[src/design/mpe_pkg.sv]
package mpe_pkg;

    // matrix geometry
    localparam int MAX_SIZE = 8;
    localparam int DEPTH    = MAX_SIZE * MAX_SIZE;
    localparam int DIM_W    = (MAX_SIZE > 1) ? $clog2(MAX_SIZE) : 1;
    localparam int ADDR_W   = (DEPTH > 1) ? $clog2(DEPTH) : 1;
    localparam int CNT_W    = ADDR_W + 1;

    // field and register widths
    localparam int DATA_W   = 32;
    localparam int SIZE_W   = 4;
    localparam int EXP_W    = 16;
    localparam int CFG_W    = 16;
    localparam int CFG_IDX_W = 1;

    // register indexes
    localparam logic [CFG_IDX_W-1:0] CFG_SIZE = 1'b0;
    localparam logic [CFG_IDX_W-1:0] CFG_EXP  = 1'b1;

    typedef enum logic [2:0] {
        ST_LOAD,
        ST_ISSUE,
        ST_DRAIN,
        ST_OUT_READ,
        ST_OUT_SHOW
    } state_t;

    // controller to datapath commands
    typedef struct packed {
        logic              load_en;
        logic [ADDR_W-1:0] load_addr;
        logic              rd_en;
        logic              issue;
        logic              first;
        logic              last;
        logic [DIM_W-1:0]  row;
        logic [DIM_W-1:0]  col;
        logic [DIM_W-1:0]  mid;
        logic [SIZE_W-1:0] n;
        logic              src;
        logic              ident;
        logic              diag;
    } dp_cmd_t;

    // datapath to controller status
    typedef struct packed {
        logic busy;
    } dp_stat_t;

    // size register value clamped to 1..MAX_SIZE
    function automatic logic [SIZE_W-1:0] eff_size(input logic [SIZE_W-1:0] s);
        logic [SIZE_W-1:0] r;
        r = s;
        if (s == '0)
        begin
            r = SIZE_W'(1);
        end
        else if (s > SIZE_W'(MAX_SIZE))
        begin
            r = SIZE_W'(MAX_SIZE);
        end
        return r;
    endfunction

    // row-major flat address
    function automatic logic [ADDR_W-1:0] flat_addr(
        input logic [DIM_W-1:0]  r,
        input logic [DIM_W-1:0]  c,
        input logic [SIZE_W-1:0] n
    );
        logic [DIM_W+SIZE_W-1:0] f;
        f = (DIM_W+SIZE_W)'(r) * (DIM_W+SIZE_W)'(n) + (DIM_W+SIZE_W)'(c);
        return f[ADDR_W-1:0];
    endfunction

endpackage

[src/design/mpe_ctrl.sv]
module mpe_ctrl (
    input  logic                      clk,
    input  logic                      rst_n,
    input  logic                      in_valid,
    output logic                      in_stall,
    output logic                      out_valid,
    input  logic                      out_stall,
    output logic                      is_last,
    input  logic [mpe_pkg::SIZE_W-1:0] size_cfg,
    input  logic [mpe_pkg::EXP_W-1:0]  exp_cfg,
    output mpe_pkg::dp_cmd_t          cmd,
    input  mpe_pkg::dp_stat_t         stat
);

    mpe_pkg::state_t                 state_reg, state_next;
    logic [mpe_pkg::CNT_W-1:0]       load_cnt_reg, load_cnt_next;
    logic [mpe_pkg::DIM_W-1:0]       row_reg, row_next;
    logic [mpe_pkg::DIM_W-1:0]       col_reg, col_next;
    logic [mpe_pkg::DIM_W-1:0]       mid_reg, mid_next;
    logic [mpe_pkg::SIZE_W-1:0]      n_reg, n_next;
    logic [mpe_pkg::EXP_W-1:0]       exp_lat_reg, exp_lat_next;
    logic [mpe_pkg::EXP_W-1:0]       round_reg, round_next;
    logic                            src_reg, src_next;
    logic                            ident_reg, ident_next;

    logic [mpe_pkg::SIZE_W-1:0]      n_cur;
    logic [mpe_pkg::CNT_W-1:0]       total_cur;
    logic [mpe_pkg::CNT_W-1:0]       cnt_inc;
    logic [mpe_pkg::EXP_W-1:0]       round_inc;
    logic [mpe_pkg::SIZE_W-1:0]      n_last;
    logic                            row_end, col_end, mid_end;

    // size in force for the item being loaded
    assign n_cur     = mpe_pkg::eff_size(size_cfg);
    assign total_cur = mpe_pkg::CNT_W'(n_cur) * mpe_pkg::CNT_W'(n_cur);
    assign cnt_inc   = load_cnt_reg + mpe_pkg::CNT_W'(1);
    assign round_inc = round_reg + mpe_pkg::EXP_W'(1);

    // loop bounds for the latched size
    assign n_last  = n_reg - mpe_pkg::SIZE_W'(1);
    assign row_end = (mpe_pkg::SIZE_W'(row_reg) == n_last);
    assign col_end = (mpe_pkg::SIZE_W'(col_reg) == n_last);
    assign mid_end = (mpe_pkg::SIZE_W'(mid_reg) == n_last);

    // state and counters
    always_ff @(posedge clk or negedge rst_n)
    begin
        if (!rst_n)
        begin
            state_reg    <= mpe_pkg::ST_LOAD;
            load_cnt_reg <= '0;
            row_reg      <= '0;
            col_reg      <= '0;
            mid_reg      <= '0;
            n_reg        <= mpe_pkg::SIZE_W'(1);
            exp_lat_reg  <= '0;
            round_reg    <= '0;
            src_reg      <= 1'b0;
            ident_reg    <= 1'b0;
        end
        else
        begin
            state_reg    <= state_next;
            load_cnt_reg <= load_cnt_next;
            row_reg      <= row_next;
            col_reg      <= col_next;
            mid_reg      <= mid_next;
            n_reg        <= n_next;
            exp_lat_reg  <= exp_lat_next;
            round_reg    <= round_next;
            src_reg      <= src_next;
            ident_reg    <= ident_next;
        end
    end

    // next state and commands
    always_comb
    begin
        state_next    = state_reg;
        load_cnt_next = load_cnt_reg;
        row_next      = row_reg;
        col_next      = col_reg;
        mid_next      = mid_reg;
        n_next        = n_reg;
        exp_lat_next  = exp_lat_reg;
        round_next    = round_reg;
        src_next      = src_reg;
        ident_next    = ident_reg;

        in_stall  = 1'b1;
        out_valid = 1'b0;
        is_last   = 1'b0;

        cmd           = '0;
        cmd.load_addr = load_cnt_reg[mpe_pkg::ADDR_W-1:0];
        cmd.row       = row_reg;
        cmd.col       = col_reg;
        cmd.mid       = mid_reg;
        cmd.n         = n_reg;
        cmd.src       = src_reg;
        cmd.ident     = ident_reg;
        cmd.diag      = (row_reg == col_reg);

        case (state_reg)
            mpe_pkg::ST_LOAD:
            begin
                in_stall = 1'b0;
                if (in_valid)
                begin
                    cmd.load_en = 1'b1;
                    if (cnt_inc >= total_cur)
                    begin
                        // matrix complete: latch size and power
                        load_cnt_next = '0;
                        n_next        = n_cur;
                        exp_lat_next  = exp_cfg;
                        src_next      = 1'b0;
                        row_next      = '0;
                        col_next      = '0;
                        mid_next      = '0;
                        round_next    = mpe_pkg::EXP_W'(1);
                        ident_next    = (exp_cfg == '0);
                        if (exp_cfg > mpe_pkg::EXP_W'(1))
                        begin
                            state_next = mpe_pkg::ST_ISSUE;
                        end
                        else
                        begin
                            state_next = mpe_pkg::ST_OUT_READ;
                        end
                    end
                    else
                    begin
                        load_cnt_next = cnt_inc;
                    end
                end
            end

            mpe_pkg::ST_ISSUE:
            begin
                // one multiply-accumulate per cycle, k innermost
                cmd.rd_en = 1'b1;
                cmd.issue = 1'b1;
                cmd.first = (mid_reg == '0);
                cmd.last  = mid_end;
                if (mid_end)
                begin
                    mid_next = '0;
                    if (col_end)
                    begin
                        col_next = '0;
                        if (row_end)
                        begin
                            row_next   = '0;
                            state_next = mpe_pkg::ST_DRAIN;
                        end
                        else
                        begin
                            row_next = row_reg + mpe_pkg::DIM_W'(1);
                        end
                    end
                    else
                    begin
                        col_next = col_reg + mpe_pkg::DIM_W'(1);
                    end
                end
                else
                begin
                    mid_next = mid_reg + mpe_pkg::DIM_W'(1);
                end
            end

            mpe_pkg::ST_DRAIN:
            begin
                // wait for the last writes, then swap banks
                if (!stat.busy)
                begin
                    round_next = round_inc;
                    src_next   = !src_reg;
                    if (round_inc < exp_lat_reg)
                    begin
                        state_next = mpe_pkg::ST_ISSUE;
                    end
                    else
                    begin
                        state_next = mpe_pkg::ST_OUT_READ;
                    end
                end
            end

            mpe_pkg::ST_OUT_READ:
            begin
                cmd.rd_en  = 1'b1;
                state_next = mpe_pkg::ST_OUT_SHOW;
            end

            mpe_pkg::ST_OUT_SHOW:
            begin
                out_valid = 1'b1;
                is_last   = row_end && col_end;
                if (!out_stall)
                begin
                    if (row_end && col_end)
                    begin
                        row_next   = '0;
                        col_next   = '0;
                        state_next = mpe_pkg::ST_LOAD;
                    end
                    else
                    begin
                        state_next = mpe_pkg::ST_OUT_READ;
                        if (col_end)
                        begin
                            col_next = '0;
                            row_next = row_reg + mpe_pkg::DIM_W'(1);
                        end
                        else
                        begin
                            col_next = col_reg + mpe_pkg::DIM_W'(1);
                        end
                    end
                end
            end

            default:
            begin
                state_next = mpe_pkg::ST_LOAD;
            end
        endcase
    end

endmodule

[config.mk]
export PLATFORM = sky130hd
export DESIGN_NAME = mpe_ctrl
export DESIGN_NICKNAME = d
export VERILOG_FILES = /design/src/design/mpe_pkg.sv /design/src/design/mpe_ctrl.sv
export SDC_FILE = /design/constraint.sdc
export NUM_CORES = 1
export LEC_CHECK = 0
export ABC_AREA = 0
export BUFFER_PORTS_ARGS = -buffer_cell sky130_fd_sc_hd__buf_4
export CORE_UTILIZATION = 50
export DETAILED_ROUTE_END_ITERATION = 6
export PLACE_DENSITY = 0.81
export SLEW_MARGIN = 10
export SYNTH_ARGS = -nofsm -noshare
export SYNTH_HDL_FRONTEND = slang
export SYNTH_SLANG_ARGS = --single-unit
[constraint.sdc]
create_clock -name clk -period 3 [get_ports clk]
set_clock_uncertainty 0.15 [all_clocks]
set_input_delay 0.15 -clock clk [delete_from_list [all_inputs] [get_ports clk]]
set_output_delay 0.15 -clock clk [all_outputs]
set_load 0.01 [all_outputs]
### After elaboration in Yosys (flattened, before gate mapping)

Cells that the tools add are included.

| storage, ports and cells | value |
|---|---|
| logic and storage cells | 99 |
| input bits | 25 |
| register bits | 57 |

| operators by class | value |
|---|---|
| muxes and demuxes | 45 |
| $lt $le $gt $ge | 4 |
| reductions and logical operators | 17 |
| multipliers | 1 |
| eq/ne operators | 16 |
| add/sub/neg operators | 6 |

Operators with widths:

| kind | number |
|---|---|
| $mux 3 | 21 |
| $mux 16 | 3 |
| $pmux 16 s2 | 1 |
| $pmux 3 s3 | 2 |
| $add 16x1->16 const B | 1 |
| $gt 16x1->1 const B | 1 |
| $logic_not 16->1 | 1 |
| $lt 16x16->1 | 1 |
| $pmux 3 s5 | 1 |
| $ne 2x2->1 const B | 7 |
| $reduce_and 7->1 | 2 |
| $eq 3x4->1 | 3 |
| $add 3x1->3 const B | 3 |
| $mux 1 | 9 |
| $mux 4 | 2 |
| $add 7x1->7 const B | 1 |
| $ge 7x7->1 | 1 |
| $mul 4x4->7 | 1 |
| $mux 7 | 1 |
| $eq 3x2->1 const B | 2 |
| $logic_not 3->1 | 2 |
| $mux 2 | 3 |
| $pmux 3 s2 | 1 |
| $reduce_and 3->1 | 2 |
| other kinds (16) | 17 |

### Logic depth before layout (Yosys ltp)

Gate-level depths: netlist (run 1).

| depth | value |
|---|---|
| word-level depth | 8 |
| mapped depth | 15 |
| gate-level depth less buffers | 14 |

### Worst setup path before layout (run 1)

No wires, ideal clock.

| path | value |
|---|---|
| kind | input port to flip-flop |
| start point | input size_cfg[1] (netlist bit) |
| end point | register round_reg[11] (netlist bit) |
| cell stages on the path | 14 |
| data arrival time | 2.787 ns |
| path slack | -0.067 ns |
| cells stage by stage | nor2b_1 and3_1 fa_1 a21o_1 a21oi_1 xor2_1 ha_1 nand4_1 o31a_2 a21oi_2 nor2_1 clkbuf_1 o21ai_0 o31ai_1 |

| between the ends | value |
|---|---|
| word-level cells in the longest chain between the ends | 7 |

RTL lines:

| what | RTL line | RTL |
|---|---|---|
| start, declared | mpe_ctrl.sv:9 | `input logic [mpe_pkg::SIZE_W-1:0] size_cfg,` |
| $gt 4x4->1 | mpe_pkg.sv:59 | `else if (s > SIZE_W'(MAX_SIZE))` |
| $mux 4 | mpe_pkg.sv:59 |  |
| $mux 4 * | mpe_pkg.sv:55 | `if (s == '0)` |
| $mul 4x4->7 * | mpe_ctrl.sv:35 | `assign total_cur = mpe_pkg::CNT_W'(n_cur) * mpe_pkg::CNT_W'(n_cur);` |
| $ge 7x7->1 * | mpe_ctrl.sv:111 | `if (cnt_inc >= total_cur)` |
| $ne 2x2->1 (no source line) * | - |  |
| $reduce_and 4->1 (no source line) * | - |  |
| end signal, assigned | mpe_ctrl.sv:70 | `round_reg <= round_next;` |
| end, declared | mpe_ctrl.sv:22 | `logic [mpe_pkg::EXP_W-1:0] round_reg, round_next;` |

Mark *: on every way between the ends. The rest lies on a longest branch, timed or not.
A chain may end at the register's enable or synchronous reset.

### Final worst setup path (run 1)

| path | value |
|---|---|
| start point | register round_reg[5] (netlist bit) |
| end point | register state_reg[1] |

| between the ends | value |
|---|---|
| word-level cells in the longest chain between the ends | 5 |

RTL lines:

| what | RTL line | RTL |
|---|---|---|
| $add 16x1->16 | mpe_ctrl.sv:37 | `assign round_inc = round_reg + mpe_pkg::EXP_W'(1);` |
| $lt 16x16->1 | mpe_ctrl.sv:180 | `if (round_inc < exp_lat_reg)` |
| $mux 2 | mpe_ctrl.sv:180 |  |
| $mux 3 | mpe_ctrl.sv:176 | `if (!stat.busy)` |
| $pmux 3 s5 | mpe_ctrl.sv:104 | `case (state_reg)` |
| end signal, assigned | mpe_ctrl.sv:50 | `state_reg <= mpe_pkg::ST_LOAD;` |
| end signal, assigned | mpe_ctrl.sv:63 | `state_reg <= state_next;` |
| end, declared | mpe_ctrl.sv:15 | `mpe_pkg::state_t state_reg, state_next;` |

No other way between the ends. The select of a mux whose other input is x is not followed.

==> results.sh, run 1 <==
export IMPL_dr_pass1_iters=4
export IMPL_hold_slack_ns=0.0132
export IMPL_slew_viol_final=0
export IMPL_grt_max_degree=58
export IMPL_yosysTopAreaCell="dfrtp_1"
export IMPL_ys_types=60
export IMPL_ys_seq_area_share_pct=36.6
export IMPL_async_flop_share_pct=100
export IMPL_coreArea_mm2=0.00741
export IMPL_synth_simple_area_share_pct=19.4
export IMPL_clock_root_buffer="clkbuf_8"
export IMPL_min_from="size_cfg[3]"
export IMPL_clk_pin_slew_worst_paths_ns=0.07
export IMPL_drt_iter0_markers=189
export IMPL_final_nets=611
export IMPL_p_leak_nw=2.55
export IMPL_r2r_end="state_reg[1]"
export IMPL_insertion_delay_ns=0.35
export IMPL_clockBufferDepth=2
export IMPL_dieArea_mm2=0.00817
export IMPL_grtUsageTotal_pct=25.7
export IMPL_power_density_mw_per_mm2=808
export IMPL_postRouteAntennaNets=0
export IMPL_cts_tree="built"
export IMPL_slowest_stage="or3_4"
export IMPL_routed_wirelength_um=10300
export IMPL_hold_path_end="n_reg[3]"
export IMPL_ys_ff_latch=57
export IMPL_rows=31
export IMPL_syn_inst=449
export IMPL_wl_per_cell_um=15.6
export IMPL_synth_mux_area_fraction_pct=0.865
export IMPL_critPathMaxFanout=3
export IMPL_hold_class="input pin to flip-flop"
export IMPL_h_tree_depth=3
export IMPL_maxCapViolCount=0
export IMPL_syn_to_final_growth_pct=32.4
export IMPL_synthTopCellsByCount="68 x nand2_1, 56 x dfrtp_1, 55 x o21ai_0"
export IMPL_syn_area_mm2=0.00390
export IMPL_synth_fa_ha_area_share_pct=10.4
export IMPL_drive_above_1_share_pct=27.4
export IMPL_start_util_pct=52.7
export IMPL_port_buffers=54
export IMPL_hold_path_depth=4
export IMPL_grt_pass1_wl_um=16700
export IMPL_fin_area_mm2=0.00517
export IMPL_fill_cells=542
export IMPL_post_synth_top_count_cell="nand2_1"
export IMPL_synthXorXnorAreaFrac_pct=8.27
export IMPL_r2r_start="round_reg[5]"
export IMPL_die_width_um=90.4
export IMPL_diodes=0
export IMPL_avgSynthCellArea_um2=8.70
export IMPL_ir_drop_mv=0.332
export IMPL_grt_pass1_vias=3615
export IMPL_gp_congestion=0.929
export IMPL_max_slew_margin_pct=49.0
export IMPL_drc=0
export IMPL_cts_inserted_buffers=9
export IMPL_r2r_setup_slack_ns=0.04
export IMPL_synth_flop_cell="dfrtp_1"
export IMPL_post_dp_cell_area_mm2=0.00465
export IMPL_arrival_ns=3.09
export IMPL_dp_hpwl_um=7020
export IMPL_num_vias=3682
export IMPL_yosysTopAreaCellShare_pct=35.9
export IMPL_finalSetupViolations=0
export IMPL_synth_top_family_by_area="simple AND/OR/NAND/NOR gates"
export IMPL_grt_remaining_overflow=0
export IMPL_startpoint_type="flip-flop"
export IMPL_period_minus_slack_ns=2.96
export IMPL_synth_area_top_cells="dfrtp_1 36%, ha_1 9.9%, o21ai_0 7.0%, nand2_1 6.5%, xnor2_1 4.0%"
export IMPL_power_mw=4.17
export IMPL_slowest_delay_ns=0.39
export IMPL_antenna_found_initial=0
export IMPL_vias_per_cell=5.60
export IMPL_die_h_um=90.4
export IMPL_worstMarginPinSlew_ns=0.745
export IMPL_crit_path_cell_trace="and4_4, and4_4, and3_4, nand3_1, xnor2_1, ha_1, nand4_1, or3_4, nor4_4, a211oi_1, a21oi_1, a311o_1"
export IMPL_fin_crit_sh_pct=98.6
export IMPL_crit_type="flip-flop to flip-flop"
export IMPL_reg2reg_depth=12
export IMPL_io_pins=55
export IMPL_synth_warnings=0
export IMPL_synth_compound_area_share_pct=18.3
export IMPL_outcome="finished, final reports clean"
export IMPL_synth_edf_count=0
export IMPL_clock_sinks=57
export IMPL_cp_end_kind="flip-flop"
export IMPL_finalHoldViolCount=0
export IMPL_crit_top_cell="and4_4"
export IMPL_required_ns=3.13
export IMPL_fmax_mhz=338
worst max-delay path, delay by kind of cell (launching register included):
family          cells  cell delay [ns]
simple gates        7             1.54
compound gates      3             0.38
flops               1             0.37
fa+ha+maj           1             0.29
xor+xnor            1             0.15
layout by cell type, fill, tap and decap left out, types with 2 or more instances in the layout:
master         Yosys  layout
o31ai_1            8       7
nand4_1            8       8
nor3b_1            2       2
conb_1             1       2
clkinv_2           0       2
or2_4              2       2
clkbuf_8           0       9
dfrtp_1           56      56
o21ai_2            3       3
o21ai_0           55      55
inv_1             29      29
xnor2_2            1       3
nor3_1             6       6
nand3_1           13      12
bufinv_16          0       2
dlygate4sd3_1      0      19
ha_1              31      29
nor4_1             4       3
xnor2_1           18      16
o21bai_1           2       2
a22o_1             3       3
nor2_1            29      27
and4_4             0       2
a21oi_1           13      12
a21o_1             3       3
nand2b_1           5       4
mux2_2             3       3
and3_1             5       3
clkinvlp_4         0       2
and2_1             7       6
a31oi_1            4       4
xor2_1            17      17
buf_4              8      94
and3_4             0       2
nand2_1           68      68
nor2b_1            3       2
power breakdown:
group / total [mW] / switching [mW] / internal [mW]
Clock: 0.807 / 0.340 / 0.467
Combinational: 2.14 / 1.12 / 1.02
Sequential: 1.23 / 0.244 / 0.982
metal layers:
layer	up-vias	share of wire (%)	wire length, µm	global-route usage [%]
li1	1764	-	-	-
met1	1749	41	4210	30.5
met2	138	51	5230	44.5
met3	31	4.7	480	4.38
met4	0	3.3	336	13.2
met5	-	0	0	0
area by class of cell:
| class | count | area, µm² | area share [%] |
|---|---|---|---|
| sequential | 57 | 1430 | 27.6 |
| tap | 99 | 124 | 2.40 |
| timing repair buffer | 115 | 927 | 17.9 |
| inverter | 30 | 113 | 2.18 |
| clock inverter | 7 | 93.8 | 1.82 |
| multi-input combinational | 341 | 2360 | 45.7 |
| clock buffer | 9 | 124 | 2.40 |
cell families after synthesis:
kind of cell             after synthesis
AO/OA/AOI/OAI                        108
XOR/XNOR                              36
adder cells (fa/ha/maj)               32
buffers and inverters                 52
flip-flops                            57
multiplexers                           3
other                                  1
AND/OR/NAND/NOR                      160
stage by stage:
step	util [%]	instances	setup TNS, ns	setup slack [ns]
2_1_floorplan	-	450	0	0.0122
3_3_place_gp	62.7	618	-3.07	-0.166
3_5_place_dp	62.7	618	-6.81	-0.273
4_1_cts	68.3	653	0	0.0239
5_1_grt	69.8	658	-0.0607	-0.0597
6_report	69.8	658	0	0.0428
how the worst max path moves through the flow:
stage                    start            end  slack [ns]  cells past startpoint
2_1_floorplan      size_cfg[3]   state_reg[1]        0.01                     13
3_3_place_gp       size_cfg[1]  round_reg[14]       -0.17                     14
3_5_place_dp       size_cfg[1]      ident_reg       -0.27                     14
4_1_cts        load_cnt_reg[1]  round_reg[14]        0.02                     11
5_1_grt           round_reg[5]   state_reg[1]       -0.06                     12
6_report          round_reg[5]   state_reg[1]        0.04                     12
repair_timing:
item	4_1_cts	5_1_grt
pin swaps	0	11
setup endpoints to repair	1	17
cloned	0	0
hold endpoints to repair	75	0
buffers inserted	0	5
hold buffers	19	0
gates resized for setup	1	15
No activity file was read; power rests on OpenSTA's default activity.
==> inputs of run 2 (changes only) <==
SETUP_SLACK_MARGIN = 0.4   (was not set)
==> run 2 against run 1 <==
The run now ends with negative setup slack left. Wire length up 24%. First-iteration DRC count up 46%. Via count up 9.8%. Die area unchanged. Sequential share of layout area down 3.5 points. Sequential power about the same. Flip-flop and latch count unchanged. Count of clock-buffer cells in the layout up 3. Core utilization up 10 points. Hold slack better by 0.058 ns. Critical path depth up 1. Register-to-register slack worse by 0.06 ns. Largest cell class unchanged.
==> results.sh, run 2 (synthesized netlist as in run 1, its figures left out) <==
export IMPL_h_tree_depth=3
export IMPL_ir_drop_mv=0.399
export IMPL_period_minus_slack_ns=3.02
export IMPL_gp_congestion=0.881
export IMPL_pwr_share_comb_pct=58.4
export IMPL_seqCellArea_mm2=0.00143
export IMPL_fin_crit_sh_pct=101
export IMPL_slew_viol_final=0
export IMPL_vias_per_cell=5.87
export IMPL_rsz0062_at_grt="yes"
export IMPL_die_h_um=90.4
export IMPL_switching_share_pct=42.8
export IMPL_finalHoldViolCount=0
export IMPL_port_buffers=54
export IMPL_arrival_ns=3.16
export IMPL_worstMarginPinSlew_ns=0.755
export IMPL_hold_class="input pin to flip-flop"
export IMPL_stdcell_count=688
export IMPL_crit_type="flip-flop to flip-flop"
export IMPL_cts_inserted_buffers=9
export IMPL_placed_cells=623
export IMPL_die_width_um=90.4
export IMPL_multi_input_area_mm2=0.00275
export IMPL_insertion_delay_ns=0.35
export IMPL_fin_ws_ns=-0.0216
export IMPL_dp_hpwl_um=7060
export IMPL_grt_pass1_vias=3731
export IMPL_rows=31
export IMPL_drc=0
export IMPL_cp_end_kind="flip-flop"
export IMPL_cts_tree="built"
export IMPL_antenna_found_initial=0
export IMPL_syn_to_final_growth_pct=51.9
export IMPL_final_nets=644
export IMPL_fill_cells=411
export IMPL_dieArea_mm2=0.00817
export IMPL_clock_sinks=57
export IMPL_wl_per_cell_um=18.5
export IMPL_required_ns=3.14
export IMPL_startpoint_type="flip-flop"
export IMPL_fmax_mhz=331
export IMPL_finalSetupViolations=1
export IMPL_p_leak_nw=2.88
export IMPL_dr_pass1_iters=5
export IMPL_clockBufferDepth=2
export IMPL_grtUsageTotal_pct=27.1
export IMPL_num_vias=4041
export IMPL_routed_wirelength_um=12800
export IMPL_drive_above_1_share_pct=41.4
export IMPL_seqPwrFrac_pct=27.9
export IMPL_clock_root_buffer="clkbuf_8"
export IMPL_start_util_pct=52.7
export IMPL_drt_iter0_markers=275
export IMPL_clk_pin_slew_worst_paths_ns=0.07
export IMPL_internal_power_mw=2.57
export IMPL_layout_commonest_cell="buf_4"
export IMPL_io_pins=55
export IMPL_power_density_mw_per_mm2=757
export IMPL_hold_slack_ns=0.0712
export IMPL_grt_remaining_overflow=0
export IMPL_critPathMaxFanout=5
export IMPL_tns_ns=-0.0216
export IMPL_violations="negative setup slack"
export IMPL_postRouteAntennaNets=0
export IMPL_coreArea_mm2=0.00741
export IMPL_grt_max_degree=58
export IMPL_layout_common_cells="104 x buf_4, 53 x dfrtp_1, 45 x nand2_1, 29 x inv_1, 29 x ha_1"
export IMPL_outcome="finished with violations"
export IMPL_grt_pass1_wl_um=17600
export IMPL_max_slew_margin_pct=49.6
export IMPL_maxCapViolCount=0
export IMPL_clkPwrFrac_pct=13.7
export IMPL_p_sw_mw=1.92
export IMPL_diodes=0
[run 2: cell type report]
class	count	area share [%]
repair buffers	148	23.0
inverters	30	1.90
clock inverters	1	0.0844
clock buffers	12	2.45
well taps	99	2.09
multi-input cells	341	46.3
flip-flops and latches	57	24.1
[run 2: final timing paths]
| kind | from | endpoint | slack [ns] | depth (start not counted) |
|---|---|---|---|---|
| worst min register to register | exp_lat_reg[0] | exp_lat_reg[0] | 0.36 | 2 |
| worst max-delay path | round_reg[2] | state_reg[1] | -0.02 | 13 |
| max in group asynchronous | rst_n | exp_lat_reg[11] | 1.93 | 2 |
| min in group asynchronous | rst_n | load_cnt_reg[4] | 0.24 | 2 |
| worst max register to register | round_reg[2] | state_reg[1] | -0.02 | 13 |
| worst min-delay path | size_cfg[3] | n_reg[1] | 0.07 | 5 |
[run 2: metrics by stage]
| step | utilization, % | area, µm² | worst slack (ns) | power, mW |
|---|---|---|---|---|
| after floorplan | - | 4040 | 0.0512 | 2.59 |
| after global placement | 63.8 | 4730 | -0.281 | 3.22 |
| after detailed placement | 63.8 | 4730 | -0.422 | 3.31 |
| after CTS | 73.2 | 5420 | 0.000131 | 4.19 |
| after global routing | 80.1 | 5930 | -0.152 | 4.74 |
| final | 80.1 | 5930 | -0.0216 | 4.49 |
[run 2: layer usage]
| metal | track usage (%) | wire length, µm | vias to the layer above |
|---|---|---|---|
| met4 | 13.2 | 542 | 0 |
| met3 | 3.87 | 632 | 54 |
| li1 | - | - | 1825 |
| met2 | 45.9 | 6510 | 193 |
| met1 | 33.8 | 5070 | 1969 |
| met5 | 0 | 0 | - |
[run 2: what timing repair did]
item | 4_1_cts | 5_1_grt
cloned | 1 | 4
pin swaps | 22 | 19
hold buffers | 21 | 0
hold endpoints to repair | 77 | 0
setup endpoints to repair | 47 | 51
gates resized for setup | 43 | 88
setup buffers | 13 | 13
[run 2: worst max-delay path, stage by stage (launching register included)]
cell and delay, ns:
dfrtp_1 0.40, and4_4 0.26, and4_4 0.25, buf_6 0.13
nand3_2 0.11, xnor2_2 0.17, ha_1 0.32, nand4_1 0.16
or3_4 0.42, nor4_4 0.16, buf_4 0.16, a211oi_2 0.04
a21oi_2 0.12, a311o_1 0.11
[run 2: power groups by stage]
stage | Clock [mW] | Combinational [mW] | Sequential, mW
floorplan | 0 | 1.38 | 1.21
global placement | 0 | 2.01 | 1.21
detailed placement | 0 | 2.09 | 1.22
CTS | 0.609 | 2.35 | 1.22
global route | 0.650 | 2.82 | 1.28
finish | 0.615 | 2.62 | 1.25
